--- src/hw/rtl/hbox_pkg.sv ---
// Package for the hand box pipeline: fixed-point widths, image bound and clamp helpers.
// Used by hand_box_from_arm_joints; depends on nothing else.

package hbox_pkg;

   localparam int FRAC_BITS = 4;
   localparam int IN_W      = 16;
   localparam int VIS_W     = 2;
   localparam int DIM_W     = 12;
   localparam int MAX_DIM   = 2048;
   localparam int DIM_IDX_W = $clog2(MAX_DIM);

   // corner points carry FRAC_BITS+2 fraction bits, centred square one more
   localparam int DIFF_W = IN_W + 1;
   localparam int PT_W   = IN_W + 5;
   localparam int BND_W  = DIM_IDX_W + FRAC_BITS + 2;
   localparam int SUM_W  = BND_W + 1;
   localparam int CLP_W  = ((PT_W > BND_W) ? PT_W : BND_W) + 1;
   localparam int POS_W  = SUM_W - 3;
   localparam int OUT_W  = 15;
   localparam int SIDE_W = POS_W - FRAC_BITS;
   localparam int AREA_W = 2 * SIDE_W;
   localparam int ASP_W  = POS_W + 3;

   localparam int CFG_W = 23;
   localparam logic [CFG_W-1:0] MIN_AREA_RESET = CFG_W'(1024);
   localparam int AC_W  = (AREA_W > CFG_W) ? AREA_W : CFG_W;

   localparam logic [VIS_W-1:0] VIS_USABLE_MAX = VIS_W'(1);

   // last valid pixel coordinate of an image dimension, at corner scale
   function automatic logic [BND_W-1:0] dim_bound(input logic [DIM_W-1:0] dim);
      logic [DIM_IDX_W-1:0] last;
      if (dim == '0) begin
         last = '0;
      end else if (dim > DIM_W'(MAX_DIM)) begin
         last = DIM_IDX_W'(MAX_DIM - 1);
      end else begin
         last = DIM_IDX_W'(dim - DIM_W'(1));
      end
      return BND_W'(last) << (FRAC_BITS + 2);
   endfunction

   function automatic logic [BND_W-1:0] clamp_pt(input logic signed [PT_W-1:0] v,
                                                 input logic [BND_W-1:0]       hi);
      logic signed [CLP_W-1:0] ve;
      logic signed [CLP_W-1:0] he;
      ve = {{(CLP_W-PT_W){v[PT_W-1]}}, v};
      he = {{(CLP_W-BND_W){1'b0}}, hi};
      if (ve < 0) begin
         return '0;
      end else if (ve > he) begin
         return hi;
      end else begin
         return ve[BND_W-1:0];
      end
   endfunction

   function automatic logic [SUM_W-1:0] clamp_sum(input logic signed [SUM_W+1:0] v,
                                                  input logic [SUM_W-1:0]        hi);
      logic signed [SUM_W+1:0] he;
      he = {2'b00, hi};
      if (v < 0) begin
         return '0;
      end else if (v > he) begin
         return hi;
      end else begin
         return v[SUM_W-1:0];
      end
   endfunction

endpackage

--- src/hw/rtl/hand_box_from_arm_joints.sv ---
// Hand box pipeline: square hand box beyond the wrist of one arm.
// Depends on hbox_pkg for widths, the image bound and the clamp helpers.

// The block takes one arm per cycle while req_stall is low and returns one box per arm,
// in order. The box passes through the register stages and the output register to the
// rsp ports, and it can leave at the next edge when the result side does not stall.
// The work runs through five register stages (differences, corners, min/max with
// clamp, span and centre, square clamp) and the output register, which holds the
// area multiply and aspect compares. Empty stages fill while the output stalls,
// so a stall costs no throughput until all stages hold a request; req_stall follows
// rsp_stall through the stage enables in the same cycle. min_area is written through
// the csr port, which is always ready; it resets to 1024.
module hand_box_from_arm_joints
   import hbox_pkg::*;
(
   input  logic                    clock,
   input  logic                    reset,

   input  logic                    req_valid,
   output logic                    req_stall,
   input  logic signed [IN_W-1:0]  req_elbow_x,
   input  logic signed [IN_W-1:0]  req_elbow_y,
   input  logic signed [IN_W-1:0]  req_wrist_x,
   input  logic signed [IN_W-1:0]  req_wrist_y,
   input  logic [VIS_W-1:0]        req_elbow_vis,
   input  logic [VIS_W-1:0]        req_wrist_vis,
   input  logic [DIM_W-1:0]        req_image_width,
   input  logic [DIM_W-1:0]        req_image_height,

   output logic                    rsp_valid,
   input  logic                    rsp_stall,
   output logic                    rsp_box_found,
   output logic [OUT_W-1:0]        rsp_box_left,
   output logic [OUT_W-1:0]        rsp_box_top,
   output logic [OUT_W-1:0]        rsp_box_right,
   output logic [OUT_W-1:0]        rsp_box_bottom,

   input  logic                    csr_valid,
   output logic                    csr_ready,
   input  logic [CFG_W-1:0]        csr_min_area
);

   // ---------------------------------------------------------------- config
   logic [CFG_W-1:0] min_area_ff;

   assign csr_ready = 1'b1;

   always_ff @(posedge clock) begin
      if (reset) begin
         min_area_ff <= MIN_AREA_RESET;
      end else if (csr_valid && csr_ready) begin
         min_area_ff <= csr_min_area;
      end
   end

   // ---------------------------------------------------------------- flow control
   logic s1_vld_ff, s2_vld_ff, s3_vld_ff, s4_vld_ff, s5_vld_ff, rsp_vld_ff;
   logic s1_adv, s2_adv, s3_adv, s4_adv, s5_adv, out_adv;

   // a stage loads when it is empty or its contents move on
   assign out_adv = !rsp_vld_ff || !rsp_stall;
   assign s5_adv  = !s5_vld_ff  || out_adv;
   assign s4_adv  = !s4_vld_ff  || s5_adv;
   assign s3_adv  = !s3_vld_ff  || s4_adv;
   assign s2_adv  = !s2_vld_ff  || s3_adv;
   assign s1_adv  = !s1_vld_ff  || s2_adv;

   assign req_stall = !s1_adv;
   assign rsp_valid = rsp_vld_ff;

   always_ff @(posedge clock) begin
      if (reset) begin
         s1_vld_ff  <= 1'b0;
         s2_vld_ff  <= 1'b0;
         s3_vld_ff  <= 1'b0;
         s4_vld_ff  <= 1'b0;
         s5_vld_ff  <= 1'b0;
         rsp_vld_ff <= 1'b0;
      end else begin
         if (s1_adv)  s1_vld_ff  <= req_valid;
         if (s2_adv)  s2_vld_ff  <= s1_vld_ff;
         if (s3_adv)  s3_vld_ff  <= s2_vld_ff;
         if (s4_adv)  s4_vld_ff  <= s3_vld_ff;
         if (s5_adv)  s5_vld_ff  <= s4_vld_ff;
         if (out_adv) rsp_vld_ff <= s5_vld_ff;
      end
   end

   // ---------------------------------------------------------------- stage 1
   // usable flag, arm direction, image bounds
   logic                     s1_ok_in, s1_ok_ff;
   logic signed [IN_W-1:0]   s1_wx_ff, s1_wy_ff;
   logic signed [DIFF_W-1:0] s1_dx_in, s1_dy_in, s1_dx_ff, s1_dy_ff;
   logic [BND_W-1:0]         s1_hx_in, s1_hy_in, s1_hx_ff, s1_hy_ff;

   always_comb begin
      s1_dx_in = {req_wrist_x[IN_W-1], req_wrist_x} - {req_elbow_x[IN_W-1], req_elbow_x};
      s1_dy_in = {req_wrist_y[IN_W-1], req_wrist_y} - {req_elbow_y[IN_W-1], req_elbow_y};
      s1_ok_in = (req_elbow_vis <= VIS_USABLE_MAX) && (req_wrist_vis <= VIS_USABLE_MAX)
                 && !((req_wrist_x == req_elbow_x) && (req_wrist_y == req_elbow_y));
      s1_hx_in = dim_bound(req_image_width);
      s1_hy_in = dim_bound(req_image_height);
   end

   always_ff @(posedge clock) begin
      if (s1_adv) begin
         s1_ok_ff <= s1_ok_in;
         s1_wx_ff <= req_wrist_x;
         s1_wy_ff <= req_wrist_y;
         s1_dx_ff <= s1_dx_in;
         s1_dy_ff <= s1_dy_in;
         s1_hx_ff <= s1_hx_in;
         s1_hy_ff <= s1_hy_in;
      end
   end

   // ---------------------------------------------------------------- stage 2
   // four square corners at corner scale
   logic                   s2_ok_ff;
   logic [BND_W-1:0]       s2_hx_ff, s2_hy_ff;
   logic signed [PT_W-1:0] wx4, wy4, dx2, dy2, dx4, dy4;
   logic signed [PT_W-1:0] s2_p1x_in, s2_p1y_in, s2_p2x_in, s2_p2y_in;
   logic signed [PT_W-1:0] s2_p3x_in, s2_p3y_in, s2_p4x_in, s2_p4y_in;
   logic signed [PT_W-1:0] s2_p1x_ff, s2_p1y_ff, s2_p2x_ff, s2_p2y_ff;
   logic signed [PT_W-1:0] s2_p3x_ff, s2_p3y_ff, s2_p4x_ff, s2_p4y_ff;

   always_comb begin
      wx4 = {{(PT_W-IN_W){s1_wx_ff[IN_W-1]}}, s1_wx_ff} <<< 2;
      wy4 = {{(PT_W-IN_W){s1_wy_ff[IN_W-1]}}, s1_wy_ff} <<< 2;
      dx2 = {{(PT_W-DIFF_W){s1_dx_ff[DIFF_W-1]}}, s1_dx_ff} <<< 1;
      dy2 = {{(PT_W-DIFF_W){s1_dy_ff[DIFF_W-1]}}, s1_dy_ff} <<< 1;
      dx4 = dx2 <<< 1;
      dy4 = dy2 <<< 1;
      s2_p1x_in = wx4 + dy2;
      s2_p1y_in = wy4 - dx2;
      s2_p2x_in = wx4 - dy2;
      s2_p2y_in = wy4 + dx2;
      s2_p3x_in = s2_p1x_in + dx4;
      s2_p3y_in = s2_p1y_in + dy4;
      s2_p4x_in = s2_p2x_in + dx4;
      s2_p4y_in = s2_p2y_in + dy4;
   end

   always_ff @(posedge clock) begin
      if (s2_adv) begin
         s2_ok_ff  <= s1_ok_ff;
         s2_hx_ff  <= s1_hx_ff;
         s2_hy_ff  <= s1_hy_ff;
         s2_p1x_ff <= s2_p1x_in;
         s2_p1y_ff <= s2_p1y_in;
         s2_p2x_ff <= s2_p2x_in;
         s2_p2y_ff <= s2_p2y_in;
         s2_p3x_ff <= s2_p3x_in;
         s2_p3y_ff <= s2_p3y_in;
         s2_p4x_ff <= s2_p4x_in;
         s2_p4y_ff <= s2_p4y_in;
      end
   end

   // ---------------------------------------------------------------- stage 3
   // bounding box of the corners, clamped to the image
   logic                   s3_ok_ff;
   logic [BND_W-1:0]       s3_hx_ff, s3_hy_ff;
   logic signed [PT_W-1:0] xa_lo, xb_lo, xa_hi, xb_hi, ya_lo, yb_lo, ya_hi, yb_hi;
   logic signed [PT_W-1:0] xlo, xhi, ylo, yhi;
   logic [BND_W-1:0]       s3_xmin_in, s3_xmax_in, s3_ymin_in, s3_ymax_in;
   logic [BND_W-1:0]       s3_xmin_ff, s3_xmax_ff, s3_ymin_ff, s3_ymax_ff;

   always_comb begin
      xa_lo = (s2_p1x_ff < s2_p2x_ff) ? s2_p1x_ff : s2_p2x_ff;
      xb_lo = (s2_p3x_ff < s2_p4x_ff) ? s2_p3x_ff : s2_p4x_ff;
      xa_hi = (s2_p1x_ff > s2_p2x_ff) ? s2_p1x_ff : s2_p2x_ff;
      xb_hi = (s2_p3x_ff > s2_p4x_ff) ? s2_p3x_ff : s2_p4x_ff;
      ya_lo = (s2_p1y_ff < s2_p2y_ff) ? s2_p1y_ff : s2_p2y_ff;
      yb_lo = (s2_p3y_ff < s2_p4y_ff) ? s2_p3y_ff : s2_p4y_ff;
      ya_hi = (s2_p1y_ff > s2_p2y_ff) ? s2_p1y_ff : s2_p2y_ff;
      yb_hi = (s2_p3y_ff > s2_p4y_ff) ? s2_p3y_ff : s2_p4y_ff;
      xlo = (xa_lo < xb_lo) ? xa_lo : xb_lo;
      xhi = (xa_hi > xb_hi) ? xa_hi : xb_hi;
      ylo = (ya_lo < yb_lo) ? ya_lo : yb_lo;
      yhi = (ya_hi > yb_hi) ? ya_hi : yb_hi;
      s3_xmin_in = clamp_pt(xlo, s2_hx_ff);
      s3_xmax_in = clamp_pt(xhi, s2_hx_ff);
      s3_ymin_in = clamp_pt(ylo, s2_hy_ff);
      s3_ymax_in = clamp_pt(yhi, s2_hy_ff);
   end

   always_ff @(posedge clock) begin
      if (s3_adv) begin
         s3_ok_ff   <= s2_ok_ff;
         s3_hx_ff   <= s2_hx_ff;
         s3_hy_ff   <= s2_hy_ff;
         s3_xmin_ff <= s3_xmin_in;
         s3_xmax_ff <= s3_xmax_in;
         s3_ymin_ff <= s3_ymin_in;
         s3_ymax_ff <= s3_ymax_in;
      end
   end

   // ---------------------------------------------------------------- stage 4
   // square side and doubled centre
   logic             s4_ok_ff;
   logic [BND_W-1:0] s4_hx_ff, s4_hy_ff;
   logic [BND_W-1:0] span_x, span_y;
   logic [BND_W-1:0] s4_wh_in, s4_wh_ff;
   logic [SUM_W-1:0] s4_sx_in, s4_sy_in, s4_sx_ff, s4_sy_ff;

   always_comb begin
      span_x   = s3_xmax_ff - s3_xmin_ff;
      span_y   = s3_ymax_ff - s3_ymin_ff;
      s4_wh_in = (span_x > span_y) ? span_x : span_y;
      s4_sx_in = {1'b0, s3_xmin_ff} + {1'b0, s3_xmax_ff};
      s4_sy_in = {1'b0, s3_ymin_ff} + {1'b0, s3_ymax_ff};
   end

   always_ff @(posedge clock) begin
      if (s4_adv) begin
         s4_ok_ff <= s3_ok_ff;
         s4_hx_ff <= s3_hx_ff;
         s4_hy_ff <= s3_hy_ff;
         s4_wh_ff <= s4_wh_in;
         s4_sx_ff <= s4_sx_in;
         s4_sy_ff <= s4_sy_in;
      end
   end

   // ---------------------------------------------------------------- stage 5
   // centred square, clamped again, rounded down to output scale
   logic                    s5_ok_ff;
   logic signed [SUM_W+1:0] whe, sxe, sye;
   logic [SUM_W-1:0]        hx2, hy2;
   logic [SUM_W-1:0]        cl_l, cl_r, cl_t, cl_b;
   logic [POS_W-1:0]        s5_l_in, s5_r_in, s5_t_in, s5_b_in;
   logic [POS_W-1:0]        s5_l_ff, s5_r_ff, s5_t_ff, s5_b_ff;

   always_comb begin
      whe  = {3'b000, s4_wh_ff};
      sxe  = {2'b00, s4_sx_ff};
      sye  = {2'b00, s4_sy_ff};
      hx2  = {s4_hx_ff, 1'b0};
      hy2  = {s4_hy_ff, 1'b0};
      cl_l = clamp_sum(sxe - whe, hx2);
      cl_r = clamp_sum(sxe + whe, hx2);
      cl_t = clamp_sum(sye - whe, hy2);
      cl_b = clamp_sum(sye + whe, hy2);
      s5_l_in = cl_l[SUM_W-1:3];
      s5_r_in = cl_r[SUM_W-1:3];
      s5_t_in = cl_t[SUM_W-1:3];
      s5_b_in = cl_b[SUM_W-1:3];
   end

   always_ff @(posedge clock) begin
      if (s5_adv) begin
         s5_ok_ff <= s4_ok_ff;
         s5_l_ff  <= s5_l_in;
         s5_r_ff  <= s5_r_in;
         s5_t_ff  <= s5_t_in;
         s5_b_ff  <= s5_b_in;
      end
   end

   // ---------------------------------------------------------------- output
   // aspect and area tests, zero the box when rejected
   logic [POS_W-1:0]  box_w, box_h;
   logic [ASP_W-1:0]  w5, w6, h5, h6;
   logic [AREA_W-1:0] area;
   logic              aspect_ok, area_ok, found_in;
   logic              found_ff;
   logic [OUT_W-1:0]  left_in, top_in, right_in, bottom_in;
   logic [OUT_W-1:0]  left_ff, top_ff, right_ff, bottom_ff;

   always_comb begin
      box_w     = s5_r_ff - s5_l_ff;
      box_h     = s5_b_ff - s5_t_ff;
      w5        = ASP_W'(box_w) * ASP_W'(5);
      w6        = ASP_W'(box_w) * ASP_W'(6);
      h5        = ASP_W'(box_h) * ASP_W'(5);
      h6        = ASP_W'(box_h) * ASP_W'(6);
      aspect_ok = (w6 > h5) && (w5 < h6);
      area      = AREA_W'(box_w[POS_W-1:FRAC_BITS]) * AREA_W'(box_h[POS_W-1:FRAC_BITS]);
      area_ok   = AC_W'(area) > AC_W'(min_area_ff);
      found_in  = s5_ok_ff && aspect_ok && area_ok;
      left_in   = found_in ? OUT_W'(s5_l_ff) : '0;
      top_in    = found_in ? OUT_W'(s5_t_ff) : '0;
      right_in  = found_in ? OUT_W'(s5_r_ff) : '0;
      bottom_in = found_in ? OUT_W'(s5_b_ff) : '0;
   end

   always_ff @(posedge clock) begin
      if (out_adv) begin
         found_ff  <= found_in;
         left_ff   <= left_in;
         top_ff    <= top_in;
         right_ff  <= right_in;
         bottom_ff <= bottom_in;
      end
   end

   assign rsp_box_found  = found_ff;
   assign rsp_box_left   = left_ff;
   assign rsp_box_top    = top_ff;
   assign rsp_box_right  = right_ff;
   assign rsp_box_bottom = bottom_ff;

endmodule

--- config.mk ---
export PLATFORM = sky130hd
export DESIGN_NAME = hand_box_from_arm_joints
export DESIGN_NICKNAME = d
export VERILOG_FILES = /design/src/hw/rtl/hbox_pkg.sv /design/src/hw/rtl/hand_box_from_arm_joints.sv
export SDC_FILE = /design/constraint.sdc
export NUM_CORES = 2
export LEC_CHECK = 0
export BUFFER_PORTS_ARGS = -buffer_cell sky130_fd_sc_hd__buf_4
export CORE_UTILIZATION = 50
export DETAILED_ROUTE_END_ITERATION = 6
export PLACE_DENSITY = 0.67
export SYNTH_ARGS = -nofsm -noshare
export SYNTH_HDL_FRONTEND = slang
export SYNTH_SLANG_ARGS = --single-unit
--- constraint.sdc ---
create_clock -name clock -period 20.2 [get_ports clock]
set_input_delay 3.03 -clock clock [delete_from_list [all_inputs] [get_ports clock]]
set_output_delay 3.03 -clock clock [all_outputs]
set_load 0.005 [all_outputs]
Word level (Yosys, flattened, before mapping)
Cells that the tools add are included.
{"block": "op_classes", "reduce_logical": 31, "n_eq_ne": 2, "n_mul": 5, "addsub": 22, "muxes": 23, "order_cmp": 36}
{"op": "$mux 21", "n": 12}
{"op": "$mux 17", "n": 5}
{"op": "$gt 21x18->1", "n": 4}
{"op": "$gt 21x21->1", "n": 4}
{"op": "$lt 21x1->1 const B", "n": 4}
{"op": "$lt 21x21->1", "n": 4}
{"op": "$add 19x19->20", "n": 4}
{"op": "$gt 19x19->1", "n": 4}
{"op": "$lt 19x1->1 const B", "n": 4}
{"op": "$mux 18", "n": 4}
{"op": "$add 18x17->19", "n": 2}
{"op": "$add 18x18->19", "n": 2}
{"op": "$gt 19x18->1", "n": 2}
{"op": "$lt 19x19->1", "n": 2}
{"op": "$sub 18x17->19", "n": 2}
{"op": "$sub 18x18->19", "n": 2}
{"op": "$add 17x17->18", "n": 2}
{"op": "$mul 15x3->18 const B", "n": 2}
{"op": "$mul 15x2->17 const B", "n": 2}
{"op": "$sub 16x16->17", "n": 2}
{"op": "$sub 17x17->17", "n": 2}
{"op": "$eq 16x16->1", "n": 2}
{"op": "$sub 15x15->15", "n": 2}
{"op": "$gt 12x12->1 const B", "n": 2}
{"op": "other kinds (13)", "n": 42}
{"block": "totals", "in_bits": 120, "wordCells": 175, "out_inout_bits": 64, "register_bits": 590}

Longest topological paths before layout
{"block": "logic_depth", "word_depth": 8, "ltp_mapped": 43}

Worst setup path before layout
OpenSTA, ideal clock, no wires.
{"block": "synth_path", "kind": "register -> register", "startpoint": "register s5_b_ff[0]", "endpoint": "register left_ff[10], in the netlist rsp_box_left[10], data pin", "arrival_ps": 9365, "stages_incl_launch_ff": 43, "synth_period_minus_slack_ps": 9496, "path_slack_ps": 10704, "path_cell_list": "edfxtp_1 -> inv_1 -> ha_1 -> inv_1 -> fa_1 -> a21o_1 -> a21oi_1 -> o21bai_1 -> a31oi_1 -> o21ai_0 -> or4_1 -> a31o_2 -> a21o_1 -> xor2_1 -> clkinv_1 -> nand2_1 -> fa_1 -> fa_1 -> [7 not listed] -> nor3_1 -> o21ai_0 -> nand2_1 -> o21ai_0 -> o211a_1 -> o21a_1 -> o21ai_0 -> nor2b_1 -> xnor2_1 -> ha_1 -> nor2b_1 -> o21ai_0 -> nand2b_1 -> a21oi_1 -> a2bb2oi_1 -> nor4_1 -> clkbuf_1 -> and2_1"}
{"block": "synth_between", "elab_chain_cells": 6, "elab_cells_between_ends": 10}
{"element": "start, declared", "line": "hand_box_from_arm_joints.sv:234", "rtl": "logic [POS_W-1:0] s5_l_ff, s5_r_ff, s5_t_ff, s5_b_ff;"}
{"element": "start signal, assigned", "line": "hand_box_from_arm_joints.sv:258", "rtl": "s5_b_ff <= s5_b_in;"}
{"element": "$sub 15x15->15 (*)", "line": "hand_box_from_arm_joints.sv:274", "rtl": "box_h = s5_b_ff - s5_t_ff;"}
{"element": "$mul 15x3->18 or $mul 15x2->17 (tied branches)", "line": "hand_box_from_arm_joints.sv:277, hand_box_from_arm_joints.sv:278"}
{"element": "$gt 18x18->1 or $lt 18x18->1 (tied branches)", "line": "hand_box_from_arm_joints.sv:279", "rtl": "aspect_ok = (w6 > h5) && (w5 < h6);"}
{"element": "$logic_and 1x1->1", "line": "hand_box_from_arm_joints.sv:279"}
{"element": "$logic_and 1x1->1", "line": "hand_box_from_arm_joints.sv:282", "rtl": "found_in = s5_ok_ff && aspect_ok && area_ok;"}
{"element": "$logic_and 1x1->1 (*)", "line": "hand_box_from_arm_joints.sv:282"}
{"element": "net found_in", "line": "hand_box_from_arm_joints.sv:267", "rtl": "logic aspect_ok, area_ok, found_in;"}
{"element": "end signal, assigned", "line": "hand_box_from_arm_joints.sv:292", "rtl": "left_ff <= left_in;"}
{"element": "end, declared", "line": "hand_box_from_arm_joints.sv:270", "rtl": "logic [OUT_W-1:0] left_ff, top_ff, right_ff, bottom_ff;"}
Mark *: on every way through the listed nets, which the timed path passes. The rest lies on a longest branch.
A chain may end at the register's enable or synchronous reset.

Worst setup path after layout
{"block": "layout_path", "startpoint": "register s5_b_ff[0]", "endpoint": "register bottom_ff[14], in the netlist rsp_box_bottom[14], data pin"}
{"block": "layout_between", "elab_chain_cells": 6, "elab_cells_between_ends": 10}
{"element": "$sub 15x15->15 (*)", "line": "hand_box_from_arm_joints.sv:274"}
{"element": "$mul 15x3->18 or $mul 15x2->17 (tied branches)", "line": "hand_box_from_arm_joints.sv:277, hand_box_from_arm_joints.sv:278"}
{"element": "$gt 18x18->1 or $lt 18x18->1 (tied branches)", "line": "hand_box_from_arm_joints.sv:279"}
{"element": "$logic_and 1x1->1", "line": "hand_box_from_arm_joints.sv:279"}
{"element": "$logic_and 1x1->1", "line": "hand_box_from_arm_joints.sv:282"}
{"element": "$logic_and 1x1->1 (*)", "line": "hand_box_from_arm_joints.sv:282"}
{"element": "end signal, assigned", "line": "hand_box_from_arm_joints.sv:295", "rtl": "bottom_ff <= bottom_in;"}
{"element": "end, declared", "line": "hand_box_from_arm_joints.sv:270"}
Every way passes the cells marked *; elsewhere a longest branch is shown, timed or not.

==> results.py <==
metrics = {
    "floorplan": {
        "floorplan.initialDensity_pct": 50.53,
        "rows": 115,
        "die_w_um": 317.4,
        "floorplan.die.height_um": 317.4,
        "pin_count": 184,
        "die-area_sq_mm": 0.1007,
        "placeableCoreArea_sq_mm": 0.09842,
    },
    "clock_tree": {
        "clkTransAtPathRegs_ns": 0.06,
        "post-cts-setup-buffer-count": 0,
        "ctsRootBufferMaster": "sky130_fd_sc_hd__clkbuf_16",
        "clock_latency_late_sink_ns": 0.64,
        "tritoncts": "done",
        "htree_num_levels": 3,
        "clock_sink_count": 565,
        "numCtsBuffers": 66,
        "cts.hold.buffers_added": 0,
        "post_cts.resized_instances": 0,
        "cts_max_path_buffers": 3,
    },
    "grt": {
        "grt_antenna_before_repair": 1,
        "first_global_vias": 36150,
        "grt_usage_pct": 23.24,
        "grt_overflow_total": 0,
        "wire_length_of_the_first_global_routing_pass_um": 184600,
        "largest_net_degree_at_the_start_of_global_routing": 79,
    },
    "sta": {
        "setup_viols_final": 0,
        "timing.setup.tns_ns": 0,
        "fmax_mhz": 91.77,
        "period_share_pct": 53.94,
        "worst_pin_slew_ns": 1.157,
        "finalCriticalPeriod_ns": 10.90,
        "report.final.slew_viol_count": 0,
        "final-hold-violation-count": 0,
        "unrepaired_setup_endpoints_after_global_routing": "false",
        "finClkSkew_ns": 0.02428,
        "slew_headroom_pct": 22.58,
    },
    "placed_design": {
        "dp.final_hpwl_um": 95810,
        "post_dp_cell_area_sq_mm": 0.05259,
        "port_buffers": 180,
        "gp_congestion": 0.9163,
    },
    "worst_setup_path": {
        "timing.critical_path.required_ns": 20.56,
        "worst-endpoint-arrival_ns": 11.26,
        "setup.reg_to_reg.worst_slack_ns": 9.30,
        "timing.critical_path.slowest_stage_cell": "sky130_fd_sc_hd__xor2_1",
        "start_kind": "flop",
        "r2r_start": "s5_b_ff[0]$_SDFFCE_PP0P_",
        "depth_of_the_most_critical_reg_to_reg_path": 41,
        "timing.critical_path.slowest_cell_delay_ns": 0.90,
        "crit_path_max_fanout": 48,
        "reg2reg_capture_point": "rsp_box_bottom[14]$_SDFFCE_PN0P_",
        "worst_setup_path_end_kind": "flop",
        "critPathKind": "flop to flop",
    },
    "worst_hold_path": {
        "min_delay_path_depth": 0,
        "min-delay-start": "s4_ok_ff$_DFFE_PP_",
        "timing.hold.worst_endpoint": "s5_ok_ff$_DFFE_PP_",
        "hold_path_class": "flop to flop",
    },
    "synth": {
        "synthArstFlopShare_pct": 0,
        "dominantRegCellSynth": "sky130_fd_sc_hd__edfxtp_1",
        "ys_types": 89,
        "synthCells": 5105,
        "postSynthRegisterBits": 565,
        "synth_enable_flop_cells": 536,
        "syn_area_per_cell_sq_um": 9.742,
        "synth.net_count": 6096,
        "synth-seq-area-share_pct": 33.53,
        "synthesis.yosys.warnings": 0,
        "syn_area_sq_mm": 0.04973,
    },
    "detailed_routing": {
        "antenna_violating_nets_post_route": 0,
        "detail_route.vias_per_cell": 5.498,
        "detailed_route_iter0_violations": 1828,
        "route.detailed.wl_per_inst_um": 17.57,
        "detail_route.first_pass.iterations": 5,
        "wl_um": 116300,
        "drt_drc_violations_left": 0,
        "detailroute.via_count": 36390,
    },
    "run_status": {
        "status": "finished clean",
    },
    "finish": {
        "areaGrowthSynthToFinish_pct": 10.03,
        "final_common_cell": "sky130_fd_sc_hd__ha_1",
        "n_antenna_cell": 0,
        "layout.cells.most_common_list": "sky130_fd_sc_hd__ha_1 (767), sky130_fd_sc_hd__inv_1 (625), sky130_fd_sc_hd__edfxtp_1 (536)",
        "final_area_sq_mm": 0.05472,
        "drive_above_1_share_pct": 8.683,
        "design.final.nets": 6275,
        "final_core_utilization_pct": 55.60,
    },
    "flow_run": {
        "cap_violations": 0,
    },
}
[stage by stage]
step,worst slack [ns],cells,hold slack (ns)
4_1_cts,9.354,6619,0.4150
5_1_grt,8.599,6619,0.4191
3_5_place_dp,9.487,6503,0.4045
3_3_place_gp,9.594,6503,0.4024
2_1_floorplan,10.70,5105,0.4003
6_report,9.303,6619,0.4141
[cells by family (layout without fill, tap and decap cells)]
kind of cell	after synthesis	after routing	synth area share, %
compound gates	1018	1018	13.12
xor+xnor	343	343	6.041
fa+ha+maj	875	875	23.56
buf+inv	742	969	5.696
flops	565	565	33.53
mux	241	241	5.140
other cells	1	1	0.007541
simple gates	1320	1320	12.90
[worst max-delay path, delay by kind of cell, from the launching register on]
| kind | cells | cell delay [ns] |
|---|---|---|
| DFF | 1 | 0.39 |
| xor gates and xnor gates | 2 | 1.05 |
| adders and majority gates | 9 | 3.66 |
| and+or+nand+nor | 10 | 1.85 |
| buffers and inverters | 7 | 1.05 |
| AOI/OAI and AO/OA | 13 | 2.63 |
[state kept, by name, indices dropped and copies added (netlist names), 17 cells and up]
signal and cells:
min_area_ff 23, s1_dy_ff 17, s2_p4x_ff 18, s2_p1y_ff 18
s4_sx_ff 17, s2_p4y_ff 18, s2_p3y_ff 18, s2_p2y_ff 17
s2_p2x_ff 17, s2_p1x_ff 18, s2_p3x_ff 18, s1_dx_ff 17
s4_sy_ff 17
[layout make-up]
type,instances,area (sq um)
Inverter,633,2377
Sequential cell,565,16680
Clock buffer,80,1747
Fill cell,8679,43700
Timing Repair Buffer,220,1652
Tap cell,1287,1610
Clock inverter,36,384.1
Multi-Input combinational cell,3798,30270
[Yosys cell counts (20+ instances only)]
cell	instances	area, sq um
sky130_fd_sc_hd__a21o_1	92	690.7
sky130_fd_sc_hd__clkbuf_1	77	289.0
sky130_fd_sc_hd__and3_1	24	150.1
sky130_fd_sc_hd__a2111oi_0	23	201.4
sky130_fd_sc_hd__nor2_1	452	1697
sky130_fd_sc_hd__nand2_1	217	814.5
sky130_fd_sc_hd__dfxtp_1	29	580.6
sky130_fd_sc_hd__nand2b_1	55	344.1
sky130_fd_sc_hd__o21ai_0	173	865.8
sky130_fd_sc_hd__ha_1	767	9597
sky130_fd_sc_hd__inv_1	627	2354
sky130_fd_sc_hd__and2_1	114	713.2
sky130_fd_sc_hd__nand4_1	51	319.1
sky130_fd_sc_hd__mux2_2	85	957.2
sky130_fd_sc_hd__o211ai_1	22	165.2
sky130_fd_sc_hd__nor3_1	113	565.5
sky130_fd_sc_hd__o41ai_1	20	175.2
sky130_fd_sc_hd__xnor2_1	252	2207
sky130_fd_sc_hd__xor2_1	91	797.0
sky130_fd_sc_hd__or3_1	29	181.4
sky130_fd_sc_hd__o21bai_1	64	480.5
sky130_fd_sc_hd__o21a_1	41	307.8
sky130_fd_sc_hd__a211oi_1	37	277.8
sky130_fd_sc_hd__a31oi_1	24	150.1
sky130_fd_sc_hd__nor2b_1	98	613.1
sky130_fd_sc_hd__fa_1	104	2082
sky130_fd_sc_hd__mux2i_1	148	1481
sky130_fd_sc_hd__a21oi_1	367	1837
sky130_fd_sc_hd__edfxtp_1	536	16100
sky130_fd_sc_hd__nand3_1	92	460.4
[layer usage]
layer | GRT usage (%) | share of wire [%] | up-vias
li1 | - | - | 18440
met1 | 28.37 | 43 | 17050
met2 | 40.53 | 48 | 699
met3 | 2.676 | 3.2 | 202
met4 | 11.56 | 5.3 | 0
met5 | 0 | 0 | -
[worst max-delay path by stage]
stage	start	to	slack (ns)	cells past startpoint
after floorplan	s5_b_ff[0]$_SDFFCE_PP0P_	rsp_box_left[10]$_SDFFCE_PN0P_	10.70	42
after global placement	s5_b_ff[0]$_SDFFCE_PP0P_	rsp_box_top[14]$_SDFFCE_PN0P_	9.59	41
after detailed placement	s5_b_ff[0]$_SDFFCE_PP0P_	rsp_box_right[3]$_SDFFCE_PN0P_	9.49	41
after CTS	s5_b_ff[0]$_SDFFCE_PP0P_	rsp_box_right[3]$_SDFFCE_PN0P_	9.35	41
after global routing	s5_b_ff[0]$_SDFFCE_PP0P_	rsp_box_top[3]$_SDFFCE_PN0P_	8.60	41
final	s5_b_ff[0]$_SDFFCE_PP0P_	rsp_box_bottom[14]$_SDFFCE_PN0P_	9.30	41
Power is left out: the tool's default activity adds up to more than one toggle a clock period on the data nets, which glitch-free logic cannot reach.
